===== src/sv/fcik_pkg.sv =====
// Package for the follow-chain IK step block: widths, constants, FSM states and a saturation function.
// Used by every file of the block; depends on nothing.
package fcik_pkg;
  localparam int NUM_JOINTS = 10;
  localparam int IDX_W = (NUM_JOINTS > 1) ? $clog2(NUM_JOINTS) : 1;
  localparam int COORD_W = 24;
  localparam int LEN_W = 20;
  localparam int CFG_IDX_W = 2;
  localparam int OUT_IDX_W = 6;
  localparam int DIFF_W = 26;
  localparam int MAG_W = 25;
  localparam int D2_W = 51;
  localparam int ROOT_W = 26;
  localparam int PROD_W = MAG_W + LEN_W;
  localparam int QUO_W = PROD_W + 1;

  localparam logic [CFG_IDX_W-1:0] REG_SEG_LEN = 2'd0;
  localparam logic [CFG_IDX_W-1:0] REG_ANCHOR_X = 2'd1;
  localparam logic [CFG_IDX_W-1:0] REG_ANCHOR_Y = 2'd2;

  localparam logic [LEN_W-1:0] SEG_LEN_RST = 20'd12800;
  localparam logic signed [COORD_W-1:0] ANCHOR_X_RST = 24'sd204800;
  localparam logic signed [COORD_W-1:0] ANCHOR_Y_RST = 24'sd115200;

  typedef enum logic [3:0] {
    ST_INIT, ST_IDLE, ST_RDNEXT, ST_RDCUR, ST_DIFF, ST_SQX, ST_SQY, ST_CMP,
    ST_ROOT, ST_MULX, ST_DIVX, ST_MULY, ST_DIVY, ST_WRITE, ST_EMIT
  } state_t;

  function automatic logic signed [COORD_W-1:0] sat24(input logic signed [COORD_W+1:0] v);
    logic signed [COORD_W+1:0] hi;
    logic signed [COORD_W+1:0] lo;
    hi = 26'sd8388607;
    lo = -26'sd8388608;
    if (v > hi) return 24'sh7fffff;
    else if (v < lo) return 24'sh800000;
    else return v[COORD_W-1:0];
  endfunction
endpackage


===== src/sv/fcik_ram.sv =====
// Joint position store: one write port, one read port, registered read data.
// Depends on fcik_pkg.
module fcik_ram (
  input  logic                                clk,
  input  logic                                we,
  input  logic [fcik_pkg::IDX_W-1:0]          waddr,
  input  logic [2*fcik_pkg::COORD_W-1:0]      wdata,
  input  logic [fcik_pkg::IDX_W-1:0]          raddr,
  output logic [2*fcik_pkg::COORD_W-1:0]      rdata
);
  logic [2*fcik_pkg::COORD_W-1:0] mem [fcik_pkg::NUM_JOINTS];

  always_ff @(posedge clk) begin
    if (we) begin
      mem[waddr] <= wdata;
    end
    rdata <= mem[raddr];
  end
endmodule


===== config.mk =====
export PLATFORM = sky130hd
export DESIGN_NAME = fcik_ram
export DESIGN_NICKNAME = d
export VERILOG_FILES = /design/src/sv/fcik_pkg.sv /design/src/sv/fcik_ram.sv
export SDC_FILE = /design/constraint.sdc
export NUM_CORES = 1
export LEC_CHECK = 0
export BUFFER_PORTS_ARGS = -buffer_cell sky130_fd_sc_hd__buf_2
export CORE_ASPECT_RATIO = 0.7
export CORE_MARGIN = 2
export CORE_UTILIZATION = 60
export CTS_BUF_LIST = sky130_fd_sc_hd__clkbuf_8
export DETAILED_ROUTE_END_ITERATION = 10
export PLACE_DENSITY = 0.78
export SYNTH_ARGS = -nofsm -noshare
export SYNTH_HDL_FRONTEND = slang
export SYNTH_SLANG_ARGS = --single-unit

===== constraint.sdc =====
create_clock -name clk -period 8.2 [get_ports clk]
set_input_delay 1.23 -clock clk [delete_from_list [all_inputs] [get_ports clk]]
set_output_delay 1.23 -clock clk [all_outputs]
set_load 0.01 [all_outputs]

==> reports/results.tsv, run 1 <==
metric	value	unit
tns	0	ns
synth_top_cell_by_area	edfxtp_1	
routed_wl	38.1	mm
cts.sinks	528	
layout.cells.most_common	edfxtp_1	
wl_per_cell	22.8	um
cts_setup_buffers	0	
worst_pin_slew	1.02	ns
outcome	complete, no violations	
critPathRequiredTime	8.64	ns
min_from	mem[9][35]	
finalSetupViolCount	0	
io_buffers	105	
viasPerCell	5.82	
core	32300	um2
dr_wl_met3	2.17	mm
post-route-period-util	39.7	%
area_delta_synth_final	12.0	%
layout.nets	1238	
grt_pass1_wl	58.0	mm
r2r_end	rdata[7]	
ir_drop	0.170	mV
drt-met1-wl	16.5	mm
detailroute.wirelength.met2	18.8	mm
netlist.area_leader.share	73.1	%
min_period	3.25	ns
yosys_warnings	0	
cts_max_path_buffers	3	
drive_gt1_share	30.5	%
multi_input_area	4030	um2
drc	0	
finalHoldViolCount	0	
synth_area_leaders	edfxtp_1 (73%), mux2_2 (8.2%), dfxtp_1 (4.9%)	
cp_max_fo	105	
io_pins	106	
clock_latency	0.61	ns
leakage	7.74	nW
grt_max_degree	106	
rrSetupSlack	6.96	ns
startpoint_type	input port	
netlist_instances	1038	
clock_skew	0.0235	ns
final_cell_mix	edfxtp_1 (480), mux2_2 (144), buf_2 (103), mux2i_1 (96), clkbuf_8 (92)	
worstHoldEndpoint	rdata[35]	
rsz0062_at_grt	no	
slew_headroom	32.3	%
critPathArrivalTime	3.69	ns
row_count	55	
maxCapViolations	0	
cts_root_buffer	clkbuf_8	
dr.pass1.iters	5	
ctsHoldBuffers	0	
die-width	221	um
end_kind	register	
grt.overflow.total	0	
cts_resized	0	
die_h	156	um
vias	9739	
yosysUniqueCellTypes	21	
drv_slew	0	
grt_antenna_before_repair	4	
gp_congestion	0.693	
synth_area_per_cell	19.0	um2
ant_nets	0	
min_path_type	register to register	
grt_usage	22.8	%
grt_pass1_vias	9981	
power	0.00526	W
synth_nets	1096	
hpwl	17.8	mm
htree_levels	3	
ff2ff_path_depth	3	
fmax	308	MHz
r2r_start	mem[1][7]	
seq_area	15400	um2
cts_tree	built	
clkSlewWorstSetupHoldPaths	0.07	ns
pwr_density_cell	238	nW/um2
cts_made_buffers	76	
drt-initial-drc-count	732	
start_util	60.9	%
dieArea	34300	um2
nFillCells	2122	
crit_type	input port to register	
highest_layer	met5	
holdPathStages	3	
synth-seq-area-share	78.0	%
ys_ff_latch	528	
synth_area	19700	um2
registers in the layout (all words and copies together), names as in the netlist:
register	flops
mem	480
rdata	48
worst max path at each step:
stage                         from         to  slack [ns]  depth (start not counted)
after global routing      raddr[0]   rdata[4]        4.87                          5
final                     raddr[0]   rdata[4]        4.95                          5
after CTS                 raddr[0]   rdata[4]        5.05                          5
after detailed placement  raddr[0]   rdata[4]        4.42                          5
after floorplan           waddr[2]  mem[0][0]        2.66                          2
after global placement    raddr[0]   rdata[4]        4.45                          5
worst max-delay path, cell delays in order:
cell,delay [ns]
buf_8,0.65
buf_4,0.92
mux2_2,0.42
o22ai_1,0.20
o31ai_1,0.11
routing by layer:
| metal | up-vias | global-route usage (%) |
|---|---|---|
| met3 | 64 | 4.37 |
| met1 | 4943 | 32.1 |
| li1 | 4451 | - |
| met5 | - | 0 |
| met4 | 2 | 7.02 |
| met2 | 279 | 36.5 |
cell families after synthesis:
family                 synth area share, %
flip-flops                            78.0
multiplexers                          13.1
AO/OA/AOI/OAI                         5.48
AND/OR/NAND/NOR                       1.43
buffers and inverters                 1.99
per-stage QoR:
step / cells / area, um2 / utilization (%) / setup WS (ns) / hold slack, ns
2_1_floorplan: 1038 / 19700 / - / 2.66 / 0.542
3_3_place_gp: 1529 / 20600 / 63.7 / 4.45 / 0.554
3_5_place_dp: 1529 / 20600 / 63.7 / 4.42 / 0.561
4_1_cts: 1668 / 22100 / 68.2 / 5.05 / 0.572
5_1_grt: 1670 / 22100 / 68.3 / 4.87 / 0.604
6_report: 1673 / 22100 / 68.3 / 4.95 / 0.568
power breakdown:
part	internal (W)	total [W]	switching, W
clock network	0.00102	0.00196	0.000944
registers	0.00301	0.00303	0.0000204
logic	0.000110	0.000277	0.000167
cells in the mapped netlist:
library cell,n
a22o_1,48
buf_1,3
buf_12,4
buf_2,12
buf_4,7
buf_6,6
buf_8,2
clkbuf_1,24
dfxtp_1,48
edfxtp_1,480
mux2_2,144
mux2i_1,96
nand2_1,50
nand2b_1,3
nand3b_1,2
nor2_1,8
nor2b_1,1
nor3_1,3
o22ai_1,48
o31ai_1,48
or3b_2,1
area by class of cell:
| class | count | area share [%] |
|---|---|---|
| antenna | 5 | 0.0567 |
| clock buffer | 92 | 5.73 |
| clock inverter | 47 | 0.890 |
| multi-input combinational | 452 | 18.3 |
| sequential | 528 | 69.6 |
| tap | 427 | 2.42 |
| timing repair buffer | 122 | 3.01 |
No activity file was read; power rests on OpenSTA's default activity.
==> run 2, diff against run 1 <==
Settings changed: CORE_UTILIZATION 60 to 57.
Clock period 8.2 ns to 2.7 ns, I/O delays scaled along.
==> run 2 against run 1 <==
Net effect: first-iteration DRC count rose by 9.0%; highest routed layer is now met4; routed wire length down 2.0%; critical path depth is 4 lower; combinational power grew to 3.2 times the previous value; critical endpoint is now rdata[30]; flip-flop and latch count unchanged; via count about the same; cell area grew 1.1%; global-route usage fell by 1.6 points; die area is 5.1% higher; sequential power grew to 3.0 times the previous value; count of clock-buffer cells in the layout fell by 9.
==> reports/results.tsv, run 2 (same netlist as run 1, synthesis figures left out) <==
metric	value	unit
outcome	complete, no violations	
grt_pass1_wl	57.8	mm
slew_headroom	49.4	%
die_h	160	um
row_count	56	
pwr_density_cell	706	nW/um2
worst_pin_slew	0.759	ns
grt_usage	21.2	%
cts_made_buffers	76	
drc	0	
core	33800	um2
area_delta_synth_final	13.2	%
cts_root_buffer	clkbuf_8	
finalSetupViolCount	0	
viasPerCell	5.67	
ir_drop	0.638	mV
rrSetupSlack	1.32	ns
final_cell_mix	edfxtp_1 (480), mux2_2 (144), buf_2 (103), mux2i_1 (96), clkbuf_8 (83)	
multi_input_area	4050	um2
cp_top_family	flip-flops	
start_util	58.4	%
wl_per_cell	21.7	um
dp.cells	1578	
vias	9748	
path_buf_inv	1	
critPathArrivalTime	1.17	ns
cts.sinks	528	
post-route-period-util	58.5	%
end_kind	primary output	
min_period	1.58	ns
path_cells	buf_2	
largest_register_ffs	480	
dr.pass1.iters	5	
worst_path_max_delay_cell	dfxtp_1	
top_regs	mem x480, rdata x48	
ant_nets	0	
hpwl	20.4	mm
leakage	7.82	nW
critPathRequiredTime	2.30	ns
io_pins	106	
cts_max_path_buffers	3	
slowest_delay	0.40	ns
clock_skew	0.0149	ns
grt.overflow.total	0	
crit_type	register to primary output	
io_buffers	105	
drive_gt1_share	30.7	%
grt_max_degree	65	
finalHoldViolCount	0	
gp_congestion	0.707	
ctsHoldBuffers	0	
drv_slew	0	
layout.cells.most_common	edfxtp_1	
cts_resized	0	
worst_hold_slack	0.0723	ns
cts_setup_buffers	0	
largest_register	mem	
clkSlewWorstSetupHoldPaths	0.06	ns
grt_pass1_vias	10300	
cp_max_fo	1	
clock_latency	0.62	ns
routed_wl	37.3	mm
rsz0062_at_grt	no	
seq_area	15400	um2
instances_no_fill	1719	
htree_levels	3	
drt-initial-drc-count	798	
nFillCells	2252	
cts_tree	built	
layout.nets	1250	
startpoint_type	register	
fmax	633	MHz
dieArea	36100	um2
min_path_type	input port to register	
maxCapViolations	0	
grt_antenna_before_repair	2	
die-width	226	um
-- run 2: cell types whose count changed in the layout (fill, tap and decap cells not counted), moves of 2 or more --
cell        change
buf_4           -2
nor3_2          -3
clkbuf_8        -9
clkinvlp_4      +3
diode_2         -2
nor3_4          +3
inv_1           +6
buf_12         +14
-- run 2: final cells by class --
cell class,count,area share [%]
antenna,3,0.0336
clock buffer,83,5.12
sequential,528,68.9
multi-input combinational,452,18.2
clock inverter,55,1.05
tap,464,2.60
timing repair buffer,134,4.17
-- run 2: report_power, final --
part           internal, W  leakage (nW)  switching, W
registers          0.00913          4.74     0.0000573
clock network      0.00283         0.827       0.00286
logic             0.000356          2.26      0.000519
-- run 2: metal layers --
metal  wire length [um]  vias to the layer above  part of all wire [%]  global-route usage, %
met1              16900                     4898                    45                   30.0
met3               2150                       67                   5.8                   4.56
met2              17500                      309                    47                   32.9
met5                  0                        -                     0                      0
met4                816                        0                   2.2                   7.15
li1                   -                     4474                     -                      -
-- run 2: path summary, 6_finish.rpt --
check	to	depth (start not counted)	start
max	rdata[30]	1	rdata[30]
min	mem[4][44]	1	wdata[44]
max reg2reg	rdata[6]	3	mem[1][6]
min reg2reg	rdata[19]	3	mem[9][19]
-- run 2: through the flow --
step           setup slack [ns]  utilization (%)  cell area, um2  total power, W  TNS [ns]
2_1_floorplan            -0.723                -           19700         0.00988   -150.27
3_3_place_gp              0.714             62.0           20900          0.0102         0
3_5_place_dp              0.697             62.0           20900          0.0102         0
4_1_cts                    1.08             66.1           22300          0.0159         0
5_1_grt                    1.08             66.1           22300          0.0163         0
6_report                   1.12             66.1           22300          0.0158         0
