`src/sv/fcik_pkg.sv`:
```
// Package for the follow-chain IK step block: widths, constants, FSM states and a saturation function.
// Used by every file of the block; depends on nothing.
package fcik_pkg;
  localparam int NUM_JOINTS = 10;
  localparam int IDX_W = (NUM_JOINTS > 1) ? $clog2(NUM_JOINTS) : 1;
  localparam int COORD_W = 24;
  localparam int LEN_W = 20;
  localparam int CFG_IDX_W = 2;
  localparam int OUT_IDX_W = 6;
  localparam int DIFF_W = 26;
  localparam int MAG_W = 25;
  localparam int D2_W = 51;
  localparam int ROOT_W = 26;
  localparam int PROD_W = MAG_W + LEN_W;
  localparam int QUO_W = PROD_W + 1;

  localparam logic [CFG_IDX_W-1:0] REG_SEG_LEN = 2'd0;
  localparam logic [CFG_IDX_W-1:0] REG_ANCHOR_X = 2'd1;
  localparam logic [CFG_IDX_W-1:0] REG_ANCHOR_Y = 2'd2;

  localparam logic [LEN_W-1:0] SEG_LEN_RST = 20'd12800;
  localparam logic signed [COORD_W-1:0] ANCHOR_X_RST = 24'sd204800;
  localparam logic signed [COORD_W-1:0] ANCHOR_Y_RST = 24'sd115200;

  typedef enum logic [3:0] {
    ST_INIT, ST_IDLE, ST_RDNEXT, ST_RDCUR, ST_DIFF, ST_SQX, ST_SQY, ST_CMP,
    ST_ROOT, ST_MULX, ST_DIVX, ST_MULY, ST_DIVY, ST_WRITE, ST_EMIT
  } state_t;

  function automatic logic signed [COORD_W-1:0] sat24(input logic signed [COORD_W+1:0] v);
    logic signed [COORD_W+1:0] hi;
    logic signed [COORD_W+1:0] lo;
    hi = 26'sd8388607;
    lo = -26'sd8388608;
    if (v > hi) return 24'sh7fffff;
    else if (v < lo) return 24'sh800000;
    else return v[COORD_W-1:0];
  endfunction
endpackage

```
`src/sv/fcik_sqrt.sv`:
```
// Bit-serial integer square root: each step shifts in two radicand bits and yields one result bit.
// Depends on fcik_pkg.
module fcik_sqrt (
  input  logic                          clk,
  input  logic                          rst_n,
  input  logic                          start,
  input  logic [fcik_pkg::D2_W-1:0]     radicand,
  output logic                          done,
  output logic [fcik_pkg::ROOT_W-1:0]   root
);
  localparam int RAD_W = 2 * fcik_pkg::ROOT_W;
  localparam int CNT_W = $clog2(fcik_pkg::ROOT_W + 1);

  logic [RAD_W-1:0] rad_r, rad_nxt;
  logic [fcik_pkg::ROOT_W+1:0] rem_r, rem_nxt;
  logic [fcik_pkg::ROOT_W-1:0] root_r, root_nxt;
  logic [CNT_W-1:0] cnt_r, cnt_nxt;
  logic busy_r, busy_nxt;
  logic [fcik_pkg::ROOT_W+1:0] trial;
  logic [fcik_pkg::ROOT_W+1:0] shifted;

  always_comb begin
    rad_nxt = rad_r;
    rem_nxt = rem_r;
    root_nxt = root_r;
    cnt_nxt = cnt_r;
    busy_nxt = busy_r;
    shifted = {rem_r[fcik_pkg::ROOT_W-1:0], rad_r[RAD_W-1 -: 2]};
    trial = {root_r, 2'b01};
    if (start) begin
      rad_nxt = {1'b0, radicand};
      rem_nxt = '0;
      root_nxt = '0;
      cnt_nxt = CNT_W'(fcik_pkg::ROOT_W);
      busy_nxt = 1'b1;
    end else if (busy_r) begin
      rad_nxt = {rad_r[RAD_W-3:0], 2'b00};
      if (shifted >= trial) begin
        rem_nxt = shifted - trial;
        root_nxt = {root_r[fcik_pkg::ROOT_W-2:0], 1'b1};
      end else begin
        rem_nxt = shifted;
        root_nxt = {root_r[fcik_pkg::ROOT_W-2:0], 1'b0};
      end
      cnt_nxt = cnt_r - 1'b1;
      if (cnt_r == CNT_W'(1)) busy_nxt = 1'b0;
    end
  end

  always_ff @(posedge clk) begin
    if (!rst_n) begin
      busy_r <= 1'b0;
      cnt_r <= '0;
    end else begin
      busy_r <= busy_nxt;
      cnt_r <= cnt_nxt;
    end
    rad_r <= rad_nxt;
    rem_r <= rem_nxt;
    root_r <= root_nxt;
  end

  assign done = busy_r && (cnt_r == CNT_W'(1));
  assign root = root_nxt;
endmodule

```
`config.mk`:
```
export PLATFORM = sky130hd
export DESIGN_NAME = fcik_sqrt
export DESIGN_NICKNAME = d
export VERILOG_FILES = /design/src/sv/fcik_pkg.sv /design/src/sv/fcik_sqrt.sv
export SDC_FILE = /design/constraint.sdc
export NUM_CORES = 1
export LEC_CHECK = 0
export ABC_AREA = 0
export BUFFER_PORTS_ARGS = -buffer_cell sky130_fd_sc_hd__buf_2
export CORE_ASPECT_RATIO = 1.1
export CORE_UTILIZATION = 65
export CTS_BUF_LIST = sky130_fd_sc_hd__clkbuf_8
export CTS_CLUSTER_SIZE = 30
export DETAILED_ROUTE_END_ITERATION = 12
export PLACE_DENSITY_LB_ADDON = 0.15
export REMOVE_ABC_BUFFERS = 1
export SETUP_SLACK_MARGIN = 0.05
export SYNTH_ARGS = -nofsm -noshare
export SYNTH_HDL_FRONTEND = slang
export SYNTH_SLANG_ARGS = --single-unit
```
`constraint.sdc`:
```
create_clock -name clk -period 4.9 [get_ports clk]
set_input_delay 0.245 -clock clk [delete_from_list [all_inputs] [get_ports clk]]
set_output_delay 0.245 -clock clk [all_outputs]
set_load 0.03 [all_outputs]
```
==> results_tabular.tex <==
\begin{tabular}{lr}
\hline
Metric & Value \\
\hline
\multicolumn{2}{l}{\textbf{Status}} \\
\quad Outcome & finished clean \\
\multicolumn{2}{l}{\textbf{Routing}} \\
\quad Via density per instance & 6.02 \\
\quad Total via count in the routed design & 4693 \\
\quad Residual antenna-violating net count after detailed routing & 0 \\
\quad Aggregate routed wire length & $\sim$14 mm \\
\quad Initial detailed-routing violation count & 328 \\
\quad Final routed DRC violation total & 0 \\
\quad Pre-antenna DRT Iters & 4 \\
\quad Post-detailed-route wirelength per cell & 18.0 µm \\
\multicolumn{2}{l}{\textbf{Clock tree}} \\
\quad Clock Path Buffers & 2 \\
\quad Post-CTS repair timing setup buffer count & 0 \\
\quad Total of cells resized after clock tree synthesis & 0 \\
\quad CTS tree & built \\
\quad Clock sink total & 110 \\
\quad Clock insertion delay at the later pin of the skew report & 0.38 ns \\
\quad CTS H-tree depth & 3 \\
\quad CTS clk-pin slew, worst paths & about 0.10 ns \\
\quad Clock buffer count from CTS & 9 \\
\quad Count of hold buffers inserted by post-cts repair & 0 \\
\quad Library cell used as clock root buffer & sky130\_fd\_sc\_hd\_\_clkbuf\_8 \\
\multicolumn{2}{l}{\textbf{Synthesis}} \\
\quad Number of flip-flops and latches in the synthesized netlist & 110 \\
\quad Yosys warning count & 0 \\
\quad Netlist area before placement & 6170 µm² \\
\quad Number of enable-type register cells in the synthesized netlist & $\sim$50 \\
\quad Instance count of the mapped netlist & 599 \\
\quad Sequential area share after synthesis & 44.0\% \\
\quad Flip-flop cell with the highest count after synthesis & sky130\_fd\_sc\_hd\_\_dfxtp\_1 \\
\quad Count of cell types in the netlist & 69 \\
\quad Fraction of synthesis flops using an asynchronous set or reset pin & 0\% \\
\quad Avg Synthesized Cell Area & 10.3 µm² \\
\multicolumn{2}{l}{\textbf{Global routing}} \\
\quad Number of global-route vias before repair & 4753 \\
\quad Number of antenna violations at the first check in global routing & 0 \\
\quad Pin count of the biggest net entering global routing & 99 \\
\quad First-pass GRT wire length & 22.7 mm \\
\quad Total routing resource utilization after global routing & around 30\% \\
\quad Gr ovfl total & 0 \\
\multicolumn{2}{l}{\textbf{Pwr}} \\
\quad Overall Power & 3.69 mW \\
\quad Clock Power Share & 13.7\% \\
\quad Combinational cell fraction of total power & 54.8\% \\
\quad Cell Int Power & roughly 2.1 mW \\
\quad Max IR drop VDD & 0.250 mV \\
\quad Switching fraction of total power & 42.3\% \\
\quad Switching power & 1.56 mW \\
\quad Flop pwr share & 31.5\% \\
\quad Static Leak & around 2.8 nW \\
\quad Pwr per Cell Area & 545 nW/µm² \\
\multicolumn{2}{l}{\textbf{Place}} \\
\quad Placer's final routability congestion estimate & 0.900 \\
\quad HPWL after detailed placement & 10.1 mm \\
\quad Post-placement cell count & 764 \\
\quad Worst setup slack after placement & 1.56 ns \\
\quad Standard cell area after detailed placement & 6590 µm² \\
\quad Port Buffer Count & 80 \\
\multicolumn{2}{l}{\textbf{Timing}} \\
\quad Worst clock skew on the final layout & 0.0172 ns \\
\quad Final setup violating endpoints & 0 \\
\quad Fin crit share & between 70\% and 80\% \\
\quad Setup slack after layout & 1.12 ns \\
\quad Setup repair after global routing missed its margin & false \\
\quad Slew at the pin closest to its max-slew limit & 1.23 ns \\
\quad Fin Setup TNS & 0 ns \\
\quad Hold Violations, Final & 0 \\
\quad Minimum clock period & 3.78 ns \\
\quad Worst-case headroom to the max-slew limit & 18.0\% \\
\quad Final Slew Violations & 0 \\
\quad Maximum achievable frequency & 0.265 GHz \\
\multicolumn{2}{l}{\textbf{Floorplan}} \\
\quad Initial cell density of the core & 68.1\% \\
\quad CORE AREA & 9050 µm² \\
\quad Y dimension of the die & around 100 µm \\
\quad Standard-cell row count & 36 \\
\quad I/O pins & 81 \\
\quad Die extent in x & 94.9 µm \\
\quad Area enclosed by the die boundary & around 10000 µm² \\
\multicolumn{2}{l}{\textbf{Finish}} \\
\quad Share of post-route cells with drive strength above 1 & 24.3\% \\
\quad Count of non-filler cells in the finished layout & 780 \\
\quad Leading cell type in the layout, fill and taps excluded & sky130\_fd\_sc\_hd\_\_buf\_2 \\
\quad Number of antenna repair diodes & 0 \\
\quad Non-Filler Cell Area, Final & around 6800 µm² \\
\quad Nets@finish & 745 \\
\quad Highest-count cells in the layout ignoring fill and taps & sky130\_fd\_sc\_hd\_\_buf\_2, sky130\_fd\_sc\_hd\_\_nor2\_1, sky130\_fd\_sc\_hd\_\_dfxtp\_1, sky130\_fd\_sc\_hd\_\_edfxtp\_1, sky130\_fd\_sc\_hd\_\_mux2\_2 \\
\quad Relative area change from synthesis to final layout & 9.60\% \\
\multicolumn{2}{l}{\textbf{Critical path}} \\
\quad Arrival time worst endpoint & 3.53 ns \\
\quad Kind of critical path & flop to output port \\
\quad Worst Path Required & 4.66 ns \\
\quad Critical Path End Type & output port \\
\quad Maximum fanout encountered on the critical timing path & 26 \\
\quad Critical path startpoint category & flop \\
\multicolumn{2}{l}{\textbf{Run}} \\
\quad Number of maximum-capacitance constraint violations & 0 \\
\multicolumn{2}{l}{\textbf{Hold path}} \\
\quad Class of the most critical hold timing path & primary input to flop \\
\hline
\end{tabular}
synth_stat cells (2+ instances only):
cell type / count / area [µm²]
sky130_fd_sc_hd__a2111oi_1: 3 / 30.0
sky130_fd_sc_hd__a211oi_1: 10 / 75.1
sky130_fd_sc_hd__a21o_1: 12 / 90.1
sky130_fd_sc_hd__a21oi_1: 19 / 95.1
sky130_fd_sc_hd__a311oi_1: 2 / 17.5
sky130_fd_sc_hd__a31o_2: 4 / 35.0
sky130_fd_sc_hd__a31oi_1: 4 / 25.0
sky130_fd_sc_hd__and2_1: 5 / 31.3
sky130_fd_sc_hd__and3_1: 5 / 31.3
sky130_fd_sc_hd__and3_4: 2 / 22.5
sky130_fd_sc_hd__and4_1: 4 / 35.0
sky130_fd_sc_hd__buf_2: 4 / 20.0
sky130_fd_sc_hd__buf_4: 2 / 15.0
sky130_fd_sc_hd__clkbuf_1: 23 / 86.3
sky130_fd_sc_hd__dfxtp_1: 59 / 1180
sky130_fd_sc_hd__edfxtp_1: 51 / 1530
sky130_fd_sc_hd__ha_1: 30 / 375
sky130_fd_sc_hd__inv_1: 34 / 128
sky130_fd_sc_hd__mux2_2: 49 / 552
sky130_fd_sc_hd__mux2i_1: 42 / 420
sky130_fd_sc_hd__nand2_1: 32 / 120
sky130_fd_sc_hd__nand2b_1: 4 / 25.0
sky130_fd_sc_hd__nand3_1: 11 / 55.1
sky130_fd_sc_hd__nand4_1: 5 / 31.3
sky130_fd_sc_hd__nor2_1: 71 / 267
sky130_fd_sc_hd__nor2b_1: 4 / 25.0
sky130_fd_sc_hd__nor3_1: 4 / 20.0
sky130_fd_sc_hd__nor4_1: 2 / 12.5
sky130_fd_sc_hd__o211a_1: 2 / 20.0
sky130_fd_sc_hd__o211ai_1: 3 / 22.5
sky130_fd_sc_hd__o21a_1: 10 / 75.1
sky130_fd_sc_hd__o21ai_0: 21 / 105
sky130_fd_sc_hd__o221ai_1: 3 / 26.3
sky130_fd_sc_hd__o2bb2a_1: 2 / 20.0
sky130_fd_sc_hd__o31ai_1: 4 / 30.0
sky130_fd_sc_hd__or2_2: 2 / 12.5
sky130_fd_sc_hd__or3_1: 2 / 12.5
sky130_fd_sc_hd__xnor2_1: 18 / 158
sky130_fd_sc_hd__xor2_1: 5 / 43.8
metrics by stage:
step	utilization, %	hold slack, ns
global placement	72.7	0.476
detailed placement	72.7	0.472
global route	74.7	0.131
CTS	74.7	0.130
finish	74.7	0.142
floorplan	-	0.316
registers in the layout (all words and copies together) (netlist names):
name and flops:
busy_r 1, cnt_r 5, rad_r 52, rem_r 26
root_r 26
metal layers:
metal	track usage (%)	vias up	wire [µm]
met1	36.6	2228	5900
met3	5.41	29	671
met2	51.3	139	7160
met5	0	-	0
li1	-	2297	-
met4	10.8	0	341
power by group through the flow:
stage	sequential (mW)	combinational, mW	clock, mW
floorplan	1.16	1.52	0
global placement	1.17	1.95	0
detailed placement	1.18	1.99	0
CTS	1.16	2.00	0.516
global route	1.17	2.21	0.547
finish	1.16	2.02	0.505
critical path, cell delays in order (launching register included):
cell and delay, ns:
sky130_fd_sc_hd__dfxtp_1 0.36, sky130_fd_sc_hd__inv_1 0.05, sky130_fd_sc_hd__ha_1 0.50, sky130_fd_sc_hd__and3_4 0.28
sky130_fd_sc_hd__and3_4 0.21, sky130_fd_sc_hd__nand3_1 0.08, sky130_fd_sc_hd__a31o_2 0.28, sky130_fd_sc_hd__o211ai_4 0.72
sky130_fd_sc_hd__nor2_1 0.09, sky130_fd_sc_hd__a211oi_1 0.30, sky130_fd_sc_hd__buf_2 0.28
logic make-up after synthesis:
| kind of cell | count (synthesis) | synth area share, % |
|---|---|---|
| and+or+nand+nor | 160 | 12.4 |
| AOI/OAI and AO/OA | 119 | 14.0 |
| DFF | 110 | 44.0 |
| muxes | 91 | 15.8 |
| buffers and inverters | 66 | 4.50 |
| adders and majority gates | 30 | 6.09 |
| xor gates and xnor gates | 23 | 3.27 |
layout make-up:
type                    count  area [µm²]
clock inverters             7        48.8
inverters                  34         128
multi-input cells         423        3180
well taps                 114         143
flip-flops and latches    110        2710
clock buffers               9         124
repair buffers             83         425
fillers                   629        2290
path summary, 6_finish.rpt:
path	startpoint	to	slack, ns	cells past startpoint
max	root_r[16]$_DFF_P_	root[0]	1.12	10
max reg2reg	root_r[16]$_DFF_P_	rem_r[10]$_SDFFE_PP0P_	1.48	10
min reg2reg	rem_r[25]$_SDFFE_PP0P_	rem_r[25]$_SDFFE_PP0P_	0.50	2
min	rst_n	cnt_r[3]$_SDFFE_PN0P_	0.14	2
(Power assumes the default switching activity.)
