`src/sv/fcik_pkg.sv`:
```
// Package for the follow-chain IK step block: widths, constants, FSM states and a saturation function.
// Used by every file of the block; depends on nothing.
package fcik_pkg;
  localparam int NUM_JOINTS = 10;
  localparam int IDX_W = (NUM_JOINTS > 1) ? $clog2(NUM_JOINTS) : 1;
  localparam int COORD_W = 24;
  localparam int LEN_W = 20;
  localparam int CFG_IDX_W = 2;
  localparam int OUT_IDX_W = 6;
  localparam int DIFF_W = 26;
  localparam int MAG_W = 25;
  localparam int D2_W = 51;
  localparam int ROOT_W = 26;
  localparam int PROD_W = MAG_W + LEN_W;
  localparam int QUO_W = PROD_W + 1;

  localparam logic [CFG_IDX_W-1:0] REG_SEG_LEN = 2'd0;
  localparam logic [CFG_IDX_W-1:0] REG_ANCHOR_X = 2'd1;
  localparam logic [CFG_IDX_W-1:0] REG_ANCHOR_Y = 2'd2;

  localparam logic [LEN_W-1:0] SEG_LEN_RST = 20'd12800;
  localparam logic signed [COORD_W-1:0] ANCHOR_X_RST = 24'sd204800;
  localparam logic signed [COORD_W-1:0] ANCHOR_Y_RST = 24'sd115200;

  typedef enum logic [3:0] {
    ST_INIT, ST_IDLE, ST_RDNEXT, ST_RDCUR, ST_DIFF, ST_SQX, ST_SQY, ST_CMP,
    ST_ROOT, ST_MULX, ST_DIVX, ST_MULY, ST_DIVY, ST_WRITE, ST_EMIT
  } state_t;

  function automatic logic signed [COORD_W-1:0] sat24(input logic signed [COORD_W+1:0] v);
    logic signed [COORD_W+1:0] hi;
    logic signed [COORD_W+1:0] lo;
    hi = 26'sd8388607;
    lo = -26'sd8388608;
    if (v > hi) return 24'sh7fffff;
    else if (v < lo) return 24'sh800000;
    else return v[COORD_W-1:0];
  endfunction
endpackage

```
`src/sv/fcik_div.sv`:
```
// Restoring unsigned divider, one quotient bit per cycle.
// Depends on fcik_pkg.
module fcik_div (
  input  logic                          clk,
  input  logic                          rst_n,
  input  logic                          start,
  input  logic [fcik_pkg::QUO_W-1:0]    dividend,
  input  logic [fcik_pkg::ROOT_W-1:0]   divisor,
  output logic                          done,
  output logic [fcik_pkg::QUO_W-1:0]    quotient
);
  localparam int CNT_W = $clog2(fcik_pkg::QUO_W + 1);

  logic [fcik_pkg::QUO_W-1:0] quo_r, quo_nxt;
  logic [fcik_pkg::ROOT_W:0] rem_r, rem_nxt;
  logic [fcik_pkg::ROOT_W-1:0] dvs_r, dvs_nxt;
  logic [CNT_W-1:0] cnt_r, cnt_nxt;
  logic busy_r, busy_nxt;
  logic [fcik_pkg::ROOT_W:0] shifted;

  always_comb begin
    quo_nxt = quo_r;
    rem_nxt = rem_r;
    dvs_nxt = dvs_r;
    cnt_nxt = cnt_r;
    busy_nxt = busy_r;
    shifted = {rem_r[fcik_pkg::ROOT_W-1:0], quo_r[fcik_pkg::QUO_W-1]};
    if (start) begin
      quo_nxt = dividend;
      rem_nxt = '0;
      dvs_nxt = divisor;
      cnt_nxt = CNT_W'(fcik_pkg::QUO_W);
      busy_nxt = 1'b1;
    end else if (busy_r) begin
      if (shifted >= {1'b0, dvs_r}) begin
        rem_nxt = shifted - {1'b0, dvs_r};
        quo_nxt = {quo_r[fcik_pkg::QUO_W-2:0], 1'b1};
      end else begin
        rem_nxt = shifted;
        quo_nxt = {quo_r[fcik_pkg::QUO_W-2:0], 1'b0};
      end
      cnt_nxt = cnt_r - 1'b1;
      if (cnt_r == CNT_W'(1)) busy_nxt = 1'b0;
    end
  end

  always_ff @(posedge clk) begin
    if (!rst_n) begin
      busy_r <= 1'b0;
      cnt_r <= '0;
    end else begin
      busy_r <= busy_nxt;
      cnt_r <= cnt_nxt;
    end
    quo_r <= quo_nxt;
    rem_r <= rem_nxt;
    dvs_r <= dvs_nxt;
  end

  assign done = busy_r && (cnt_r == CNT_W'(1));
  assign quotient = quo_nxt;
endmodule

```
`config.mk`:
```
export PLATFORM = sky130hd
export DESIGN_NAME = fcik_div
export DESIGN_NICKNAME = d
export VERILOG_FILES = /design/src/sv/fcik_pkg.sv /design/src/sv/fcik_div.sv
export SDC_FILE = /design/constraint.sdc
export NUM_CORES = 1
export LEC_CHECK = 0
export BUFFER_PORTS_ARGS = -buffer_cell sky130_fd_sc_hd__buf_2
export CAP_MARGIN = 20
export CELL_PAD_IN_SITES_DETAIL_PLACEMENT = 1
export CELL_PAD_IN_SITES_GLOBAL_PLACEMENT = 2
export CORE_UTILIZATION = 36
export DETAILED_ROUTE_END_ITERATION = 12
export GPL_TIMING_DRIVEN = 0
export PLACE_DENSITY = 0.87
export SYNTH_ARGS = -nofsm -noshare
export SYNTH_HDL_FRONTEND = slang
export SYNTH_SLANG_ARGS = --single-unit
```
`constraint.sdc`:
```
create_clock -name clk -period 6.74 [get_ports clk]
set_clock_uncertainty 0.15 [all_clocks]
set_input_delay 1.348 -clock clk [delete_from_list [all_inputs] [get_ports clk]]
set_output_delay 1.348 -clock clk [all_outputs]
set_load 0.005 [all_outputs]
```
==> impl_summary.md, run 1 <==
Floorplan
In this run the vertical extent of the chip is 128 um. The die outline area is 16,300 um^2. Once the floorplan was initialized, standard cells occupied 37.1% of the core. The row count is 45. During I/O placement, the number of pins put on the boundary was 122. The horizontal die dimension is 128 um. The area inside the core boundary is 15,300 um^2.

CTS
After clock tree synthesis, the clock-pin slew on the worst setup and hold paths is 0.07 ns. The clock root buffer master is sky130_fd_sc_hd__clkbuf_16. The H-tree was split into 3 levels. In this run, post-CTS hold repair placed 0 buffers. The number of cells upsized or downsized after cts is 0. Buffers added to address setup during post-CTS repair amount to 0. The maximum buffer depth of the clock tree is 2. The clock drives 105 sinks.

The number of CTS-inserted buffers is 9. The clock tree from TritonCTS is yes. For the worst-skew pair, the clock arrives at the later sink with an insertion delay of 0.36 ns.

Timing
For the pin with the worst max-slew slack, the measured transition is 0.692 ns. The final max-slew violation count is 0. The top achievable clock speed is 205 MHz. The headroom to the max-slew limit is 53.8%.

Of the available clock period, the critical path in the final layout requires 72.5%. Setup repair after global routing left no endpoint under its margin. The final period demand of the worst path is 4.89 ns. Setup violations remaining at the end of the flow were counted as 0.

The number of hold violations in the final report is 0. Summed over all failing endpoints, the final setup total negative slack is 0 ns. The post-route worst setup slack is 1.85 ns.

Cells and area
The net count of the finished layout is 854. The ratio of cells with drive above 1 in the final layout is 21.3%. Compared with the post-synthesis result, the final layout area differs by 20.7%. The filler cell count is 1,854.

GRT
The number of antenna violations at the first check in global routing is 1. The overall fraction of global-route tracks in use is 20.4%. The sum of overflow across all layers after global routing is 0. The pin count of the biggest net entering global routing is 28. The wire length of the first global-routing pass is 26.0 mm.

The number of global-route vias before repair is 5,235.

Synthesis
After synthesis the cells add up to 5680 um^2. The count of yosys warnings during synthesis is 0. Counting flops and latches in the post-synthesis netlist gives 105. The portion of the post-synthesis area used by sequential elements is 41.6%. The commonest register cell after synthesis is sky130_fd_sc_hd__dfxtp_1.

The proportion of synthesized flip-flops having asynchronous set or reset is 0%. Counting distinct cell types in the post-synthesis netlist gives 62. The number of flops mapped to enable cells by yosys is 26. The area share of the largest cell type after synthesis is 27.8%. The cell accounting for the most synthesized area is sky130_fd_sc_hd__dfxtp_1.

In the synthesized netlist, the number of instances is 618. By area the synthesized netlist is led by sky130_fd_sc_hd__dfxtp_1 (28%), sky130_fd_sc_hd__edfxtp_1 (14%), sky130_fd_sc_hd__mux2i_1 (9.5%), sky130_fd_sc_hd__ha_1 (6.2%), sky130_fd_sc_hd__o21ai_0 (5.0%). After synthesis, the mean cell area works out to 9.19 um^2. The synthesized netlist net count is 722.

Critical path
The kind of cell with the highest combined delay along the critical path is buffers and inverters. The critical path's largest stage delay is 0.53 ns. The most critical setup path has its endpoint at quotient[42]. The depth of the most critical reg-to-reg path is 12. The critical path is of the in -> out type.

Of all nets on the critical path, the largest fanout is 27. The critical path data arrival time is 3.39 ns. The register-to-register setup slack is 3.41 ns.

The instance count on the critical path is 7. The endpoint identified for the worst register-to-register timing path is rem_r[24]. Traced cell by cell, the critical path runs through buf_2, clkbuf_1, buf_4, clkbuf_1, nand2_1, o21ai_0, buf_2. For the worst setup path, the data required time is 5.24 ns.

The reg-to-reg startpoint is quo_r[45]. The critical path starts at start. The kind of end point of the critical path is a primary output. Together, buffers and inverters on the worst path number 5.

STA classifies the critical path startpoint as an input port. For this design, the slowest cell found on the critical path is sky130_fd_sc_hd__buf_2.

Route
The count of nets left with antenna violations once routing finished came out at 0. For this run, design rule violations remaining after detail routing come to 0. For this block, the initial DRC count from the detailed router was 177.

The vias after detailed routing is 4,952. The aggregate routed wire length is 15.6 mm. In the routed layout, each cell is associated on average with a via count of 5.12.

In the final routed layout, each cell accounts on average for 16.2 um. The number of iterations in the first detailed-routing pass is 4.

Placement
At the placement stage, the worst setup path has a slack of 1.80 ns. After legalization and detailed placement, the total HPWL measured 12.2 mm. The count of port buffers added during placement is 121.

Routability-driven placement finished with a final weighted congestion of 0.824.

Power
Dividing total power by cell area gives a power density of 253 nW/um^2. The analysis attributes to cell leakage a power of 3.11 nW. The maximum VDD drop is 162 uV.

Hold path
The class of the tightest hold or removal check is reg -> reg.

Run status
The run finished with clean final reports.

Job
The number of maximum-capacitance violations is 0.
worst min-delay path, cell delays in order, from the launching register on:
cell and delay (ns):
sky130_fd_sc_hd__dfxtp_1 0.33, sky130_fd_sc_hd__nor2_1 0.09, sky130_fd_sc_hd__a311oi_1 0.05
kinds of logic after synthesis:
| logic type | share of synthesized area (%) |
|---|---|
| buf+inv | 5.22 |
| xor+xnor | 3.08 |
| flops | 41.6 |
| mux | 9.91 |
| simple gates | 13.5 |
| compound gates | 20.2 |
| fa+ha+maj | 6.52 |
synthesized netlist by cell type, types with 4 or more instances:
| cell type | number |
|---|---|
| sky130_fd_sc_hd__xor2_1 | 11 |
| sky130_fd_sc_hd__or3_1 | 4 |
| sky130_fd_sc_hd__buf_2 | 5 |
| sky130_fd_sc_hd__xnor2_1 | 9 |
| sky130_fd_sc_hd__nand3_1 | 7 |
| sky130_fd_sc_hd__buf_4 | 4 |
| sky130_fd_sc_hd__edfxtp_1 | 26 |
| sky130_fd_sc_hd__a21o_1 | 13 |
| sky130_fd_sc_hd__nor3_1 | 10 |
| sky130_fd_sc_hd__nand2_1 | 73 |
| sky130_fd_sc_hd__a21oi_1 | 29 |
| sky130_fd_sc_hd__nor2_1 | 48 |
| sky130_fd_sc_hd__a211oi_1 | 23 |
| sky130_fd_sc_hd__clkbuf_1 | 20 |
| sky130_fd_sc_hd__ha_1 | 28 |
| sky130_fd_sc_hd__and3_1 | 4 |
| sky130_fd_sc_hd__o21a_1 | 8 |
| sky130_fd_sc_hd__o21ai_0 | 57 |
| sky130_fd_sc_hd__inv_1 | 34 |
| sky130_fd_sc_hd__nor2b_1 | 7 |
| sky130_fd_sc_hd__buf_1 | 5 |
| sky130_fd_sc_hd__mux2i_1 | 54 |
| sky130_fd_sc_hd__a31oi_1 | 5 |
| sky130_fd_sc_hd__dfxtp_1 | 79 |
registers in the layout (all words and copies together) (netlist names):
register	count
busy_r	1
cnt_r	6
dvs_r	26
quo_r	46
rem_r	26
placed cells by master, fill, tap and decap left out, drive strengths merged, types with 2 or more instances in the layout:
cell type,Yosys,routed
a21boi,2,2
buf,15,136
or3,4,4
nor2,48,48
o21bai,2,2
inv,35,37
o21a,8,8
ha,28,28
a311oi,3,3
mux2i,54,54
o31a,2,2
o31ai,2,2
nand3,7,7
a221oi,3,3
and3,4,4
nor2b,7,7
nor3,11,11
nand2b,2,2
nor4b,2,2
dfxtp,79,79
a21o,13,13
xor2,11,11
nor4,2,2
clkbuf,21,32
nand2,73,73
edfxtp,26,26
a211oi,23,23
o311a,3,3
o21ai,59,59
o211ai,4,4
a21oi,29,29
mux2,2,2
xnor2,9,9
a31oi,6,6
nor3b,2,2
nand4,4,4
clkinv,0,3
how the worst min path moves through the flow:
| stage | from | to | slack (ns) | cells after the start |
|---|---|---|---|---|
| 6_report | rem_r[3] | rem_r[3] | 0.36 | 2 |
| 5_1_grt | rem_r[9] | rem_r[9] | 0.38 | 2 |
| 4_1_cts | rem_r[2] | rem_r[3] | 0.37 | 2 |
| 3_5_place_dp | rem_r[2] | rem_r[3] | 0.35 | 2 |
| 3_3_place_gp | rem_r[12] | rem_r[12] | 0.34 | 2 |
| 2_1_floorplan | rem_r[19] | rem_r[19] | 0.32 | 2 |
through the flow:
| step | utilization, % | total power, mW | hold WS, ns | instances | area (um^2) |
|---|---|---|---|---|---|
| finish | 44.8 | 1.74 | 0.361 | 967 | 6850 |
| global route | 44.7 | 1.84 | 0.381 | 966 | 6850 |
| CTS | 44.7 | 1.76 | 0.365 | 966 | 6850 |
| detailed placement | 42.8 | 1.22 | 0.354 | 950 | 6550 |
| global placement | 42.8 | 1.21 | 0.344 | 950 | 6550 |
| floorplan | - | 1.07 | 0.318 | 618 | 5680 |
report_power, final:
part	leakage (nW)	switching [mW]	total, mW	internal (mW)
logic	2.05	0.266	0.462	0.196
registers	0.914	0.0354	0.744	0.709
clock network	0.150	0.251	0.530	0.280
cell type report:
| cell class | count | area [um^2] | share of cell area (%) |
|---|---|---|---|
| tap | 211 | 264 | 3.85 |
| sequential | 105 | 2360 | 34.5 |
| timing repair buffer | 121 | 606 | 8.84 |
| inverter | 35 | 131 | 1.92 |
| clock inverter | 5 | 47.5 | 0.694 |
| multi-input combinational | 442 | 3020 | 44.1 |
| clock buffer | 11 | 254 | 3.71 |
| buffer | 36 | 165 | 2.41 |
| antenna | 1 | 2.50 | 0.0365 |
per-layer routing:
metal	share of wire (%)	wire, um	GRT usage (%)
met5	0.083	13	0
met4	1.0	162	4.50
met3	8.4	1320	8.50
met2	48	7430	35.6
met1	43	6710	23.2
Power figures use the tool's default switching activity.
==> run 2, diff against run 1 <==
Settings changed: CORE_UTILIZATION 36 to 33, PLACE_DENSITY 0.87 to 0.81.
Clock period 6.74 ns to 5.1 ns, I/O delays scaled along.
==> impl_summary.md, run 2 (same netlist as run 1, synthesis figures left out) <==
Run status
The flow ran to the end, and the final reports show no timing, DRC or antenna violations.

Critical path
At the worst endpoint, the arrival time is 3.14 ns. STA classifies the critical path endpoint as a primary output. The critical-path cell with the highest stage delay is sky130_fd_sc_hd__edfxtp_1. On the critical path the largest part of the delay comes from compound AO/OA/AOI/OAI gates. The worst setup path is launched from a flip-flop. In this design, the stage delay of the slowest critical-path cell is 0.37 ns. Of all nets on the critical path, the largest fanout is 10.

Counting both buffers and inverters, the worst setup path holds a total of 5. Traced cell by cell, the critical path runs through inv_1, ha_1, buf_2, a211oi_1, o21ai_0, a32oi_2, nand3_1, a31oi_2, buf_4, buf_6, nand2_1, o21ai_0, o21ai_0, buf_2. The endpoint required time on the critical path is 3.93 ns. The cell occurring most often along the worst timing path is sky130_fd_sc_hd__o21ai_0. The category of the critical setup timing path is reg -> out.

Timing
The final worst-path cycle share is 84.5%. The headroom to the max-slew limit is 51.1%. The aggregate negative setup slack is 0 ns. Setup violations remaining at the end of the flow were counted as 0. The final max-slew violation count was 0. The slew at the pin closest to its max-slew limit is 0.733 ns. The number of hold violations in the final report was 0. Setup repair after global routing left no endpoint under its margin. The final period demand of the worst path is 4.31 ns. Static timing analysis puts the maximum clock frequency at 232 MHz.

CTS
The post-CTS setup repair buffer count is 0. TritonCTS built the clock tree. The total of hold buffers inserted after clock tree synthesis is 0. Clock-pin slew was measured on the worst setup and hold paths at 0.07 ns. The number of cells upsized or downsized after cts is 0. The clock latency on the worst-skew pair is 0.36 ns. The H-tree was split into 3 levels.

The maximum buffer depth of the clock tree is 2. Clock tree synthesis found a total of 105 sinks. The clock root buffer master is sky130_fd_sc_hd__clkbuf_16. The number of CTS-inserted buffers is 9.

GRT
The wire length of the first global-routing pass is 26.7 mm. Entering global routing, the biggest net connects 28 pins. Summed over all layers, the global routing overflow is 0.

The number of antenna violations at the first check in global routing was 2. Global routing used 19.0% of the available tracks across all layers. The number of global-route vias before repair is 5,348.

Power
Across the VDD grid, the largest voltage drop is 199 uV. The leakage power is 3.12 nW. The total power divided by cell area is 341 nW/um^2.

Placement
The HPWL reported at the end of detailed placement is 12.3 mm. At the end of routability-driven placement, the weighted congestion stood at 0.838. Once placement completed, the tool counted placed cells totaling 959.

The placed instances occupy a cell area of 6560 um^2. The count of port buffers added during placement is 121.

Floorplan
The die is 133 um wide. The initial utilization of the core area, before any placement, comes to 34.0%. The die covers 17,700 um^2. For this design the top-level I/O count stands at 122. The area inside the core boundary is 16,700 um^2. In this run the vertical extent of the chip is 133 um. The row count is 47.

Cells and area
The finished cells cover 6890 um^2. For this run, the post-layout net count is 854. The area of combinational cells with multiple inputs is 3020 um^2. Summing all flip-flop and latch instances after layout gives 2360 um^2. The ratio of cells with drive above 1 in the final layout is 21.5%. Cells fill 41.2% of the core in the end. The largest register by flop count is quo_r. Compared with the post-synthesis result, the final layout area differs by 21.3%. The most frequent standard cell in the layout excluding fill and tap cells is sky130_fd_sc_hd__buf_2. The layout has 1,997 filler cells.

The register with the most flip-flops in the layout has 46 of them. The largest registers in the layout are quo_r: 46 flops, dvs_r: 26 flops, rem_r: 26 flops. In the layout the commonest cells are sky130_fd_sc_hd__buf_2 (126), sky130_fd_sc_hd__dfxtp_1 (79), sky130_fd_sc_hd__nand2_1 (73). Leaving out filler cells and counting taps, the final layout contains 976.

Route
The vias after detailed routing is 4,926. The number of iterations in the first detailed-routing pass is 4. In the routed design, unresolved DRC markers number 0.

The routed design has 16.2 mm of wire. The detailed router finished its first iteration with 116 violations. The number of nets with antenna violations after routing is 0. Dividing the detail-routed via count by the number of cells gives 5.05. In the final routed layout, each cell accounts on average for 16.6 um.

Hold path
The path class of the tightest hold or removal check is reg -> reg.

Job
Across the run, the number of max-cap violations was 0.
[run 2: cell count changes in the layout (fill, tap and decap cells not counted), sizes merged]
| cell | change |
|---|---|
| clkbuf | -2 |
| bufinv | +1 |
| inv | +1 |
[run 2: metrics by stage]
stage               worst slack (ns)  hold WS, ns  total power, mW
finish                         0.791        0.358             2.35
global route                   0.440        0.381             2.49
CTS                            0.721        0.361             2.38
detailed placement             0.737        0.350             1.62
global placement               0.856        0.342             1.60
floorplan                       1.73        0.318             1.41
[run 2: worst min-delay path: cells and delay by family (launching register included)]
kind | cells | cell delay (ns)
AOI/OAI and AO/OA | 1 | 0.05
and+or+nand+nor | 1 | 0.08
DFF | 1 | 0.33
[run 2: final timing paths]
kind / from / to / slack [ns] / cells past startpoint
worst max-delay path: dvs_r[12] / quotient[0] / 0.79 / 14
worst min-delay path: rem_r[14] / rem_r[14] / 0.36 / 2
worst max register to register: quo_r[45] / rem_r[24] / 1.72 / 12
worst min register to register: rem_r[14] / rem_r[14] / 0.36 / 2
[run 2: cell type report]
class,instances,share of cell area (%)
inverter,35,1.91
clock buffer,9,3.27
sequential,105,34.3
tap,220,4.00
antenna,1,0.0363
clock inverter,7,1.44
multi-input combinational,442,43.9
timing repair buffer,121,8.79
buffer,36,2.40
[run 2: power by group]
| part | internal (mW) | total, mW | switching, mW |
|---|---|---|---|
| clock | 0.398 | 0.755 | 0.358 |
| combinational | 0.259 | 0.609 | 0.350 |
| sequential | 0.936 | 0.984 | 0.0480 |
| total | 1.59 | 2.35 | 0.756 |
[run 2: routing by layer]
layer  vias to the layer above  routed length [um]  GRT usage (%)
met1                      2349                7010           21.7
met4                         0                 240           6.12
met5                         -                   0              0
met3                        14                1090           6.32
met2                       102                7840           33.3
li1                       2461                   -              -
==> run 3, diff against run 2 <==
Settings changed: ABC_AREA from default to 1, CORE_UTILIZATION 33 to 31, PLACE_DENSITY 0.81 to 0.82.
Clock period 5.1 ns to 4.3 ns, I/O delays scaled along.
==> impl_summary.md, run 3 <==
Placement
The global placer's final weighted congestion is 0.823. Summed over all nets, the half-perimeter wirelength after detailed placement is 16.2 mm. The count of port buffers added during placement is 121. The instance area after placement is 7580 um^2.

Job
Max-cap violations in this run came to 0.

Cells and area
The finished cells cover 7890 um^2. The ratio of cells with drive above 1 in the final layout is 20.9%. The library cell used most frequently in the layout, excluding fill and tap cells, is sky130_fd_sc_hd__nand2_1.

Across the whole layout, storage elements account for 2360 um^2. The filler cell count is 2,729. The utilization of the core after routing is 37.5%.

In the final layout, the registers with the most flip-flops are quo_r: 46 flops, dvs_r: 26 flops, rem_r: 26 flops. The flip-flop count of the largest register after layout is 46. The area of combinational cells with multiple inputs is 3510 um^2. More flip-flops sit in one register than any other, and that register is quo_r. The area growth from synthesis to layout is 19.0%. After the last flow step, the layout net total stands at 1,195. The library cells used most frequently in the layout, excluding fill and tap cells, are sky130_fd_sc_hd__nand2_1 (286), sky130_fd_sc_hd__inv_1 (138), sky130_fd_sc_hd__buf_2 (123).

Timing
The slew at the pin closest to its max-slew limit is 0.730 ns. Setup repair after global routing left no endpoint under its margin. After layout, the minimum clock period comes to 3.88 ns.

The final critical path takes up 90.1% of the cycle. The top achievable clock speed is 258 MHz. The worst hold slack after final layout is 0.331 ns. The aggregate negative setup slack is 0 ns. Setup violations remaining at the end of the flow were counted as 0. The number of hold violations in the final report is 0. The final max-slew violation count is 0. The worst pin sits at a relative slew slack of 51.4%.

Synthesis
sky130_fd_sc_hd__nand2_1 is the most common cell in the netlist. The portion of the post-synthesis area used by sequential elements is 35.6%. The synthesized design spends more area on one cell type than any other, namely sky130_fd_sc_hd__dfxtp_1. The mean cell area of the mapped netlist is 6.91 um^2. The number of instances in the synthesized netlist is 959. For this run, the leading register cell type out of synthesis is sky130_fd_sc_hd__dfxtp_1.

The total standard cell area after synthesis is 6630 um^2. By count the netlist is led by sky130_fd_sc_hd__nand2_1 (286), sky130_fd_sc_hd__inv_1 (138), sky130_fd_sc_hd__a21oi_1 (104). The proportion of synthesized flip-flops having asynchronous set or reset is 0%. The share of synthesized area in the top cell type comes to 23.9%.

Yosys attributes the largest share of cell area to sky130_fd_sc_hd__dfxtp_1 (24%), sky130_fd_sc_hd__nand2_1 (16%), sky130_fd_sc_hd__edfxtp_1 (12%), sky130_fd_sc_hd__a21oi_1 (7.9%), sky130_fd_sc_hd__inv_1 (7.8%). After synthesis, the netlist uses 40 different library cells. Counting flops and latches in the post-synthesis netlist gives 105. The number of nets handed over by synthesis was 1,063. In this run, synthesis inferred 26 flip-flops with an integrated enable. The count of yosys warnings during synthesis is 0.

GRT
Entering global routing, the biggest net connects 28 pins. The number of global-route vias before repair is 6,574. The sum of overflow across all layers after global routing is 0.

The first global-routing pass estimated 34.1 mm of wire. The overall fraction of global-route tracks in use is 19.8%. The number of antenna violations at the first check in global routing is 2.

Floorplan
The region available for standard cell placement spans 21,000 um^2. The initial cell density of the core is 31.5%. The floorplan step set the die height to 148 um.

The row count is 53. In this run the horizontal extent of the chip is 148 um. The die outline area is 22,000 um^2.

The count of pins on the block boundary is 122.

CTS
The longest clock path from root to sink contains 2 buffers. The number of CTS-inserted buffers is 9. The H-tree was split into 3 levels. Gates resized during post-CTS repair numbered 0.

The total number of clock tree sinks is 105. The clock tree from TritonCTS is yes. Buffers inserted to repair hold after CTS numbered 0. The clock latency on the worst-skew pair is 0.37 ns. Post-CTS timing repair inserted 0 buffers for setup. The cell sitting at the root of the clock tree is a sky130_fd_sc_hd__clkbuf_16. After clock tree synthesis, the clock-pin slew on the worst setup and hold paths is 0.09 ns.

Route
The detail-routed net length per standard cell is 15.0 um. The count of unresolved DRC violations after routing is 0. The first detailed-routing pass took 4 iterations. After detailed routing, the total wire length is 20.6 mm. The detailed router placed 6,299 vias in this run. The number of nets with antenna violations after routing is 0. The post-detailed-route via-to-cell ratio is 4.59. The detailed router finished its first iteration with 185 violations.

Critical path
In this design, the critical path's most frequently occurring cell is sky130_fd_sc_hd__clkbuf_1. In this design, the stage delay of the slowest critical-path cell is 0.43 ns. The category of the critical setup timing path is in -> out. STA classifies the critical path startpoint as an input port. Data arrives at the worst endpoint at 2.87 ns. The launching instance or port of the critical path is start. Traced cell by cell, the critical path runs through buf_2, clkbuf_1, inv_1, clkbuf_1, clkbuf_1, nor2_1, a21oi_1, buf_2. In this run the critical register-to-register path is launched from quo_r[45]. The slowest stage of the critical path is the sky130_fd_sc_hd__clkbuf_1 cell. At the worst endpoint, the required time is 3.29 ns. Along the worst path, the maximum fanout reaches 27. The worst setup path is captured at a primary output.

Hold path
The hold path startpoint is quo_r[26]. The tightest min-delay check is of the reg -> reg type.

Power
The total power divided by cell area is 307 nW/um^2. The maximum VDD drop is 224 uV. The analysis attributes to cell leakage a power of 4.15 nW.

Run status
The flow ran to the end, and the final reports show no timing, DRC or antenna violations.
run 3: changes by cell type in the layout (fill, tap and decap cells not counted), sizes merged, moves of 7 or more:
cell / previous run / this run
nand2: 73 / 305
inv: 38 / 151
a21oi: 29 / 114
nand3: 7 / 72
mux2i: 54 / 0
o21ai: 59 / 5
nor2: 48 / 91
a211oi: 23 / 0
nand4: 4 / 25
a21o: 13 / 0
o21a: 8 / 0
xnor2: 9 / 1
nor2b: 7 / 0
run 3: cell type report:
class	count	area share, %
diodes	1	0.0317
well taps	275	4.36
multi-input cells	670	44.5
plain buffers	36	2.58
clock inverters	6	0.888
clock buffers	10	3.03
repair buffers	121	7.67
flip-flops and latches	105	29.9
inverters	148	7.04
run 3: path summary, 6_finish.rpt:
| kind | to | slack (ns) | depth (start not counted) |
|---|---|---|---|
| worst max-delay path | quotient[35] | 0.42 | 8 |
| worst min-delay path | quo_r[26] | 0.33 | 2 |
| worst max register to register | rem_r[22] | 1.83 | 14 |
| worst min register to register | quo_r[26] | 0.33 | 2 |
run 3: routing by layer:
metal / vias to the layer above / part of all wire, % / global-route usage [%]
li1: 3300 / - / -
met1: 2870 / 46 / 24.8
met2: 119 / 47 / 33.9
met3: 10 / 5.5 / 4.91
met4: 0 / 0.97 / 4.33
met5: - / 0 / 0
run 3: worst max-delay path: cells and delay by family:
kind                   cells  cell delay (ns)
buffers and inverters      6             1.71
and+or+nand+nor            1             0.09
AOI/OAI and AO/OA          1             0.19
run 3: logic make-up after synthesis:
group	share of synthesized area, %
flip-flops	35.6
XOR/XNOR	1.45
AO/OA/AOI/OAI	10.1
buffers and inverters	11.5
AND/OR/NAND/NOR	35.8
adder cells (fa/ha/maj)	5.59
run 3: per-stage QoR:
step	instances	setup slack (ns)	power [mW]
floorplan	959	1.45	1.40
global placement	1355	0.367	1.57
detailed placement	1355	0.338	1.57
CTS	1371	0.342	2.46
global route	1371	0.137	2.56
finish	1372	0.424	2.42
run 3: report_power, final:
part / internal [mW] / switching, mW / total (mW)
combinational: 0.158 / 0.264 / 0.422
sequential: 1.09 / 0.0357 / 1.12
clock: 0.430 / 0.444 / 0.873
